### src/hw/rtl/assert_macros.svh
// Assertion macros shared by the RTL files.
`ifndef ASSERT_MACROS_SVH
`define ASSERT_MACROS_SVH

`ifndef ASSERT_OFF

`define ASSERT_PROP(label, clk, rst, prop, msg) \
  label: assert property (@(posedge clk) disable iff (rst) prop) else $error(msg);

`define ASSERT_NEVER(label, clk, rst, cond, msg) \
  label: assert property (@(posedge clk) disable iff (rst) !(cond)) else $error(msg);

`else

`define ASSERT_PROP(label, clk, rst, prop, msg)

`define ASSERT_NEVER(label, clk, rst, cond, msg)

`endif

`endif

### src/hw/rtl/psmmn_pkg.sv
// Constants shared by the per-sensor min/max normalizer.
package psmmn_pkg;

  localparam int SENSOR_COUNT = 16;
  localparam int IDX_W = (SENSOR_COUNT > 1) ? $clog2(SENSOR_COUNT) : 1;

  localparam int DATA_W = 8;
  localparam int SEL_W  = 4;
  localparam int NUM_W  = 2 * DATA_W;

  localparam logic FUNC_SAMPLE = 1'b0;
  localparam logic FUNC_CLEAR  = 1'b1;

  localparam logic [DATA_W-1:0] LOW_RESET  = {DATA_W{1'b1}};
  localparam logic [DATA_W-1:0] HIGH_RESET = '0;

  // One quotient bit per divider step.
  localparam int DIV_STEPS = DATA_W;
  localparam int DIV_CNT_W = $clog2(DIV_STEPS);

endpackage

### src/hw/rtl/psmmn_div.sv
// Restoring divider: one quotient bit per cycle, quotient known to fit DATA_W bits.
module psmmn_div (
  input  logic                          clk,
  input  logic                          rst,
  input  logic                          start,
  input  logic [psmmn_pkg::NUM_W-1:0]   numer,
  input  logic [psmmn_pkg::DATA_W-1:0]  divisor,
  output logic                          done,
  output logic [psmmn_pkg::DATA_W-1:0]  quotient
);
  import psmmn_pkg::*;

  logic                 busy;
  logic [DIV_CNT_W-1:0] count;
  logic [DATA_W-1:0]    rem;
  logic [DATA_W-1:0]    shreg;
  logic [DATA_W-1:0]    dvs;
  logic [DATA_W:0]      trial;
  logic                 qbit;
  logic [DATA_W-1:0]    rem_next;
  logic                 last_step;

  // Remainder stays below the divisor, so the trial fits DATA_W+1 bits.
  always_comb begin
    trial = {rem, shreg[DATA_W-1]};
    qbit  = (trial >= {1'b0, dvs});
    if (qbit) begin
      rem_next = DATA_W'(trial - {1'b0, dvs});
    end else begin
      rem_next = trial[DATA_W-1:0];
    end
  end

  assign last_step = busy && (count == DIV_CNT_W'(DIV_STEPS - 1));

  always_ff @(posedge clk) begin
    if (rst) begin
      busy  <= 1'b0;
      done  <= 1'b0;
      count <= '0;
    end else begin
      done <= !start && last_step;
      if (start) begin
        busy  <= 1'b1;
        count <= '0;
      end else if (busy) begin
        count <= count + 1'b1;
        if (last_step) begin
          busy <= 1'b0;
        end
      end
    end
  end

  always_ff @(posedge clk) begin
    if (start) begin
      rem   <= numer[NUM_W-1:DATA_W];
      shreg <= numer[DATA_W-1:0];
      dvs   <= divisor;
    end else if (busy) begin
      rem   <= rem_next;
      shreg <= {shreg[DATA_W-2:0], qbit};
    end
  end

  assign quotient = shreg;

endmodule

### src/hw/rtl/per_sensor_min_max_normalizer_unit.sv
// Top level of the per-sensor running min/max normalizer.
// A sample beat widens its sensor's stored min/max to include the reading and
// returns floor(255*(reading-min)/(max-min)); when max equals min the result is
// 0 with flat_range set. A clear beat resets every sensor to min 255, max 0 at
// its accept edge and returns nothing; a sample for a sensor index beyond the
// sensor count is dropped. A normalized sample updates the range at its accept
// edge and then holds in_ready low through these steps in order: forming the
// numerator and span, eight steps plus a handoff in the shared restoring
// divider, and loading the output register. A flat range skips the divider and
// goes from forming the span straight to the load. The load cycle stretches
// while an earlier result still waits for out_ready. The output register lets
// the next beat be accepted while a result still waits for out_ready.
`include "assert_macros.svh"

module per_sensor_min_max_normalizer_unit (
  input  logic                          clk,
  input  logic                          rst,
  input  logic                          in_valid,
  output logic                          in_ready,
  input  logic                          func,
  input  logic [psmmn_pkg::SEL_W-1:0]   sensor_index,
  input  logic [psmmn_pkg::DATA_W-1:0]  reading,
  output logic                          out_valid,
  input  logic                          out_ready,
  output logic [psmmn_pkg::DATA_W-1:0]  scaled,
  output logic                          flat_range
);
  import psmmn_pkg::*;

  localparam logic [1:0] ST_IDLE = 2'd0;
  localparam logic [1:0] ST_PREP = 2'd1;
  localparam logic [1:0] ST_DIV  = 2'd2;
  localparam logic [1:0] ST_LOAD = 2'd3;

  logic [1:0]        state;
  logic [DATA_W-1:0] lowest_seen  [SENSOR_COUNT];
  logic [DATA_W-1:0] highest_seen [SENSOR_COUNT];

  logic [DATA_W-1:0] lo_r, hi_r, rd_r;
  logic [DATA_W-1:0] res_q;
  logic              res_flat;

  logic              in_fire;
  logic              in_range;
  logic              sample_fire;
  logic [IDX_W-1:0]  sel;
  logic [DATA_W-1:0] lo_cur, hi_cur, lo_new, hi_new;

  logic              flat;
  logic [DATA_W-1:0] span;
  logic [DATA_W-1:0] diff;
  logic [NUM_W-1:0]  numer;
  logic              div_start;
  logic              div_done;
  logic [DATA_W-1:0] div_q;
  logic              out_free;

  assign in_ready    = (state == ST_IDLE);
  assign in_fire     = in_valid && in_ready;
  assign sel         = IDX_W'(sensor_index);
  assign in_range    = (32'(sensor_index) < SENSOR_COUNT);
  assign sample_fire = in_fire && (func == FUNC_SAMPLE) && in_range;

  assign lo_cur = lowest_seen[sel];
  assign hi_cur = highest_seen[sel];
  assign lo_new = (reading < lo_cur) ? reading : lo_cur;
  assign hi_new = (reading > hi_cur) ? reading : hi_cur;

  // 255*d as (d << 8) - d.
  assign flat      = (hi_r == lo_r);
  assign span      = hi_r - lo_r;
  assign diff      = rd_r - lo_r;
  assign numer     = {diff, {DATA_W{1'b0}}} - {{DATA_W{1'b0}}, diff};
  assign div_start = (state == ST_PREP) && !flat;
  assign out_free  = !out_valid || out_ready;

  psmmn_div u_div (
    .clk      (clk),
    .rst      (rst),
    .start    (div_start),
    .numer    (numer),
    .divisor  (span),
    .done     (div_done),
    .quotient (div_q)
  );

  always_ff @(posedge clk) begin
    if (rst) begin
      for (int s = 0; s < SENSOR_COUNT; s++) begin
        lowest_seen[s]  <= LOW_RESET;
        highest_seen[s] <= HIGH_RESET;
      end
    end else if (in_fire) begin
      if (func == FUNC_CLEAR) begin
        for (int s = 0; s < SENSOR_COUNT; s++) begin
          lowest_seen[s]  <= LOW_RESET;
          highest_seen[s] <= HIGH_RESET;
        end
      end else if (in_range) begin
        lowest_seen[sel]  <= lo_new;
        highest_seen[sel] <= hi_new;
      end
    end
  end

  always_ff @(posedge clk) begin
    if (rst) begin
      state     <= ST_IDLE;
      out_valid <= 1'b0;
    end else begin
      if ((state == ST_LOAD) && out_free) begin
        out_valid <= 1'b1;
      end else if (out_ready) begin
        out_valid <= 1'b0;
      end
      case (state)
        ST_IDLE: begin
          if (sample_fire) begin
            state <= ST_PREP;
          end
        end
        ST_PREP: begin
          if (flat) begin
            state <= ST_LOAD;
          end else begin
            state <= ST_DIV;
          end
        end
        ST_DIV: begin
          if (div_done) begin
            state <= ST_LOAD;
          end
        end
        ST_LOAD: begin
          if (out_free) begin
            state <= ST_IDLE;
          end
        end
        default: state <= ST_IDLE;
      endcase
    end
  end

  always_ff @(posedge clk) begin
    if (in_fire) begin
      lo_r <= lo_new;
      hi_r <= hi_new;
      rd_r <= reading;
    end
    if ((state == ST_PREP) && flat) begin
      res_q    <= '0;
      res_flat <= 1'b1;
    end else if ((state == ST_DIV) && div_done) begin
      res_q    <= div_q;
      res_flat <= 1'b0;
    end
    if ((state == ST_LOAD) && out_free) begin
      scaled     <= res_q;
      flat_range <= res_flat;
    end
  end

  `ASSERT_NEVER(a_done_outside_div, clk, rst, div_done && (state != ST_DIV), "done outside DIV")
  `ASSERT_PROP(a_range_ordered, clk, rst, sample_fire |=> (lo_r <= hi_r), "min above max")
  `ASSERT_PROP(a_flat_zero, clk, rst, (out_valid && flat_range) |-> (scaled == '0), "flat nonzero")
  `ASSERT_PROP(a_out_hold, clk, rst, (out_valid && !out_ready) |=> out_valid, "result dropped")

endmodule
### config.mk
export PLATFORM = sky130hd
export DESIGN_NAME = per_sensor_min_max_normalizer_unit
export DESIGN_NICKNAME = d
export VERILOG_FILES = /design/src/hw/rtl/psmmn_pkg.sv /design/src/hw/rtl/psmmn_div.sv /design/src/hw/rtl/per_sensor_min_max_normalizer_unit.sv
export VERILOG_INCLUDE_DIRS = /design/src /design/src/hw/rtl
export SDC_FILE = /design/constraint.sdc
export NUM_CORES = 1
export LEC_CHECK = 0
export ABC_AREA = 1
export BUFFER_PORTS_ARGS = -buffer_cell sky130_fd_sc_hd__buf_2
export CELL_PAD_IN_SITES_DETAIL_PLACEMENT = 1
export CELL_PAD_IN_SITES_GLOBAL_PLACEMENT = 1
export CORE_MARGIN = 2
export CORE_UTILIZATION = 50
export CTS_CLUSTER_SIZE = 10
export DETAILED_ROUTE_END_ITERATION = 10
export PLACE_DENSITY_LB_ADDON = 0.1
export SETUP_SLACK_MARGIN = 0.05
export SLEW_MARGIN = 5
export SYNTH_ARGS = -nofsm -noshare
export SYNTH_HDL_FRONTEND = slang
export SYNTH_SLANG_ARGS = --single-unit
### constraint.sdc
create_clock -name clk -period 4.55 [get_ports clk]
set_input_delay 0.6825 -clock clk [delete_from_list [all_inputs] [get_ports clk]]
set_output_delay 0.6825 -clock clk [all_outputs]
set_load 0.005 [all_outputs]
; ---- Yosys cells after proc, flatten, opt, wreduce, memory -nomap -nowiden
; Memory sizes are Yosys's and may differ from the RTL's.
; Cells that the tools add are included.
[classes]
n_addsub = 5
magnitude_cmp = 3
eq_ne = 8
muxes = 65
bitwise_logic = 33
n_reduce_logical = 19
[op_table]
columns = operator, count
row1 = $mux W8, 41
row2 = $or A1 B1 Y1, 32
row3 = $sub A8 B8 Y8, 3
row4 = $mux W1, 18
row5 = $reduce_or A8 Y1, 2
row6 = $sub A16 B8 Y16, 1
row7 = $ge A9 B8 Y1, 1
row8 = $eq A8 B8 Y1, 1
row9 = $gt A8 B8 Y1, 1
row10 = $logic_and A1 B1 Y1, 8
row11 = $lt A8 B8 Y1, 1
row12 = $mux W4, 2
row13 = $pmux W2 S4, 1
row14 = $mux W2, 3
row15 = $eq A2 B2 Y1 const B, 2
row16 = $ne A2 B1 Y1 const B, 2
row17 = $reduce_bool A2 Y1, 2
row18 = $add A3 B1 Y3 const B, 1
row19 = $eq A3 B3 Y1 const B, 1
row20 = $logic_not A1 Y1, 3
row21 = $reduce_and A3 Y1, 1
row22 = $eq A2 B1 Y1 const B, 1
row23 = $logic_not A2 Y1, 1
row24 = $ne A2 B2 Y1 const B, 1
row25 = other kinds (3), 3
[totals]
register_bits = 74
ram_bits = 256
in_bits = 17
out_inout_bits = 11
mem_count = 2
[memory_table]
columns = memory, words, width, rd, rd_ports_with_merged_regs, write_ports, line_no
row1 = highest_seen, 16, 8, 1, 0, 16, per_sensor_min_max_normalizer_unit.sv:37  ; logic [DATA_W-1:0] highest_seen [SENSOR_COUNT];
row2 = lowest_seen, 16, 8, 1, 0, 16, per_sensor_min_max_normalizer_unit.sv:36  ; logic [DATA_W-1:0] lowest_seen [SENSOR_COUNT];

; ---- Logic depth before layout (Yosys ltp)
[logic_depth]
word_depth = 7
depth_mapped = 20
depth_no_buf = 17

; ---- Hierarchy
; From an unflattened synthesis, not the netlist that was laid out.
[hier_totals]
cells_unflattened = 1457
area_unflattened_um2 = 15957.8
[by_module_without_submodules]
columns = mod, instances, cells_each, area_per_inst_um2, seq_area_each_um2
row1 = per_sensor_min_max_normalizer_unit, 1, 1263, 14237.4, 8918.6
row2 = psmmn_div, 1, 194, 1720.4, 820.8

; ---- Worst setup path before layout
; OpenSTA, ideal clock, no wires.
[synth_timing]
path_kind = input to register
from = in sensor_index[1] (netlist name)
to = mem highest_seen[14][5], data pin
arrival_ns = 3.298
t_required_ns = 4.293
path_slack_ns = 0.995
cell_stages = 18
n_path_buf = 4
path_cell_list = buf_4 -> nand2_2 -> inv_2 -> buf_2 -> a22oi_1 -> a21oi_1 -> nor4_2 -> ha_1 -> a21oi_1 -> o21ai_0 -> nand2_1 -> o211ai_1 -> nand2_1 -> buf_1 -> nand2_1 -> o21ai_2 -> buf_6 -> nor2_1
[synth_rtl]
columns = item, line_no
row1 = "start, declared", per_sensor_min_max_normalizer_unit.sv:21  ; input logic [psmmn_pkg::SEL_W-1:0] sensor_index,
row2 = "end, declared", per_sensor_min_max_normalizer_unit.sv:37

==> reports/metrics.csv <==
metric,value,unit
hpwl dp,32.2,mm
ratio of cells with drive above 1 in the final layout,0.141,
Comb pwr share,0.269,
Inst Count DP,1858,
RD Place Congestion,0.875,
Setup WS pre-CTS,0.489,ns
power per cell area,527,nW/µm²
worst-skew pair later-pin latency,0.52,ns
RSZ-0062 raised after global routing,no,
postcts setup bufs,0,
maximum fanout along the worst path,60,
sequential share of power,0.427,
Die Footprint,32500,µm²
"Net Count, Synth",1482,
"Setup violations, final",0,
Synth top area share,0.605,
DRC,0,
Routed WL per cell,24.7,µm
PostCTS Resize Cnt,0,
Most used DFF post-synth,edfxtp_1,
Vias/cell,6.02,
worst reg2reg startpoint,lo_r[3]$_DFFE_PP_,
Final Hold Fails,0,
core box area,30600,µm²
# rows,64,
Final nets,1567,
I/O Pins,28,
NetSw,3050,µW
part of the power in the clock network,0.304,
TritonRoute pass-1 iters,5,
Congestion Overflow GR,0,
H-tree depth,2,
Post-Syn Area,15500,µm²
reg2reg path depth,9,
most instantiated cells after synthesis,"313 x edfxtp_1, 255 x nand2_1, 153 x nor2_1",
Syn Area/Cell,11.0,µm²
Critical Path Sink Type,flip-flop,
Fin Setup TNS,0,ns
"Async S/R FF share, synth",0,
Peak VDD IR,364,µV
largest cells by area after synthesis,"edfxtp_1 60%, nand2_1 6.2%, a22oi_1 5.8%",
crit path to,highest_seen[13][4]$_SDFFCE_PN0P_,
number of antenna violations at the first check in global routing,0,
Via Count,11552,
setup ws final,0.965,ns
Worst slew margin,0.379,
Slew @ Worst Pin,0.929,ns
vias in the first global route,12080,
CTS max path bufs,3,
"count leader, synth",edfxtp_1,
post-route minimum period,3.59,ns
post-synthesis sequential area ratio,0.627,
first-pass GRT wire length,73.1,mm
Yosys warning count,0,
Synth area leader,edfxtp_1,
# fillers,3309,
I/O Buffers,27,
FF-to-FF setup slack,1.27,ns
cts bufs inserted,39,
"Cell Count, Final, Fillers Out",1919,
post-synthesis cell count,1418,
Total Wirelength,47.4,mm
fmax,279,MHz
CP required,4.81,ns
Netlist cell types,40,
CTS Sinks,330,
synthesis-to-finish area growth,13.2,%
worst path arrival time,3.84,ns
fin crit share,0.788,
CTS Root Cell,clkbuf_16,
register bit total from synthesis,330,
Die H,180,µm
Crit Path Class,in -> reg,
Ant. Diodes,0,
Hold Buf Count CTS,0,
Worst setup SP type,primary input,
"Slew Viols, Final",0,
CTS tree,yes,
first-iteration detailed-routing DRC count,1131,
largest net degree at the start of global routing,61,
Clock Skews,0.0132,ns
die width,180,µm
GRT Util Overall,0.294,
Critical Path Source,sensor_index[0],
status,finished clean,
"Reg clk slew, reported paths",0.06,ns
# Max-Cap Violations,0,
Pint,6230,µW
Min-Delay Path Class,reg -> reg,
switching portion of total power,0.329,
number of flops mapped to enable cells by yosys,313,
Leak,0.00632,µW
post-route ant nets,0,
Reg-to-Reg End,u_div.rem[6]$_DFFE_PP_,
Initial Utilization,0.508,
## power groups by stage
stage,Clock (µW),Combinational (µW),Sequential (µW)
after global routing,2960,2760,3990
after detailed placement,0,2450,4020
after CTS,2850,2470,3960
after global placement,0,2330,4000
final,2820,2490,3960
after floorplan,0,1670,3950
## metal layers
metal  routed length, µm  GRT usage  up-vias  share of wire
met2               23000      0.479      399           0.48
met3                2950     0.0305       63          0.062
li1                    -          -     5218              -
met5                   0          0        -              0
met1               20400      0.422     5872           0.43
met4                1110     0.0794        0          0.023
## worst min-delay path by stage
stage | slack, ns | endpoint | cells after the start | start
floorplan | 0.41 | flat_range$_DFFE_PP_ | 0 | res_flat$_SDFFE_PP1P_
global placement | 0.42 | scaled[7]$_DFFE_PP_ | 0 | res_q[7]$_SDFFE_PP0P_
detailed placement | 0.42 | scaled[7]$_DFFE_PP_ | 0 | res_q[7]$_SDFFE_PP0P_
CTS | 0.44 | scaled[4]$_DFFE_PP_ | 0 | res_q[4]$_SDFFE_PP0P_
global route | 0.45 | scaled[1]$_DFFE_PP_ | 0 | res_q[1]$_SDFFE_PP0P_
finish | 0.43 | scaled[4]$_DFFE_PP_ | 0 | res_q[4]$_SDFFE_PP0P_
## flip-flops by register name, indices dropped and copies added (netlist names)
signal and count:
flat_range 1, hi_r 8, highest_seen 128, lo_r 8, lowest_seen 128, out_valid 1
rd_r 8, res_flat 1, res_q 8, scaled 8, state 2, u_div.busy 1
u_div.count 3, u_div.done 1, u_div.dvs 8, u_div.quotient 8, u_div.rem 8
## cell usage in the layout (no fill, tap or decap), types with 13 or more instances in the layout
cell / netlist / final
nor2_1: 153 / 153
nand4_1: 13 / 13
nand3_1: 150 / 150
nand2_1: 255 / 255
xor2_1: 14 / 14
a21oi_1: 60 / 60
clkbuf_16: 0 / 41
ha_1: 44 / 44
edfxtp_1: 313 / 313
inv_2: 16 / 16
inv_1: 87 / 87
a22oi_1: 120 / 120
nor2_2: 19 / 17
o21ai_0: 21 / 21
buf_4: 1 / 73
buf_2: 42 / 27
clkbuf_1: 7 / 17
dfxtp_1: 17 / 17
## metrics by stage
stage | power [µW] | instance area [µm²] | hold slack (ns) | util
after floorplan | 5620 | 15500 | 0.409 | -
after global placement | 6330 | 16500 | 0.417 | 0.539
after detailed placement | 6470 | 16500 | 0.418 | 0.539
after CTS | 9280 | 17600 | 0.437 | 0.575
after global routing | 9710 | 17600 | 0.445 | 0.575
final | 9280 | 17600 | 0.432 | 0.575
## critical path, cell delays in order
cell     delay [ns]
buf_2          0.18
inv_2          0.21
nand2_2        0.10
inv_2          0.08
buf_12         0.30
a22oi_1        0.12
a21oi_1        0.41
nor4_2         0.13
ha_1           0.29
nand2_1        0.06
nor2_1         0.17
nand4_1        0.11
nand2_1        0.20
buf_4          0.25
nand2_1        0.09
o21ai_2        0.07
buf_4          0.25
nor2_1         0.09
## layout make-up
| cell class | count | area (µm²) | share of cell area |
|---|---|---|---|
| sequential | 330 | 9740 | 0.554 |
| tap | 396 | 495 | 0.0282 |
| clock inverter | 2 | 7.51 | 0.000427 |
| timing repair buffer | 105 | 783 | 0.0445 |
| inverter | 111 | 417 | 0.0237 |
| clock buffer | 59 | 1100 | 0.0627 |
| multi-input combinational | 916 | 5050 | 0.287 |
## logic make-up (layout without fill, tap and decap cells)
group,count (synthesis),count (layout),synth area share
AND/OR/NAND/NOR,623,623,0.177
AO/OA/AOI/OAI,226,226,0.0965
adder cells (fa/ha/maj),47,47,0.0393
flip-flops,330,330,0.627
XOR/XNOR,20,20,0.0113
buffers and inverters,172,277,0.0490
No activity file was read; power rests on OpenSTA's default activity.
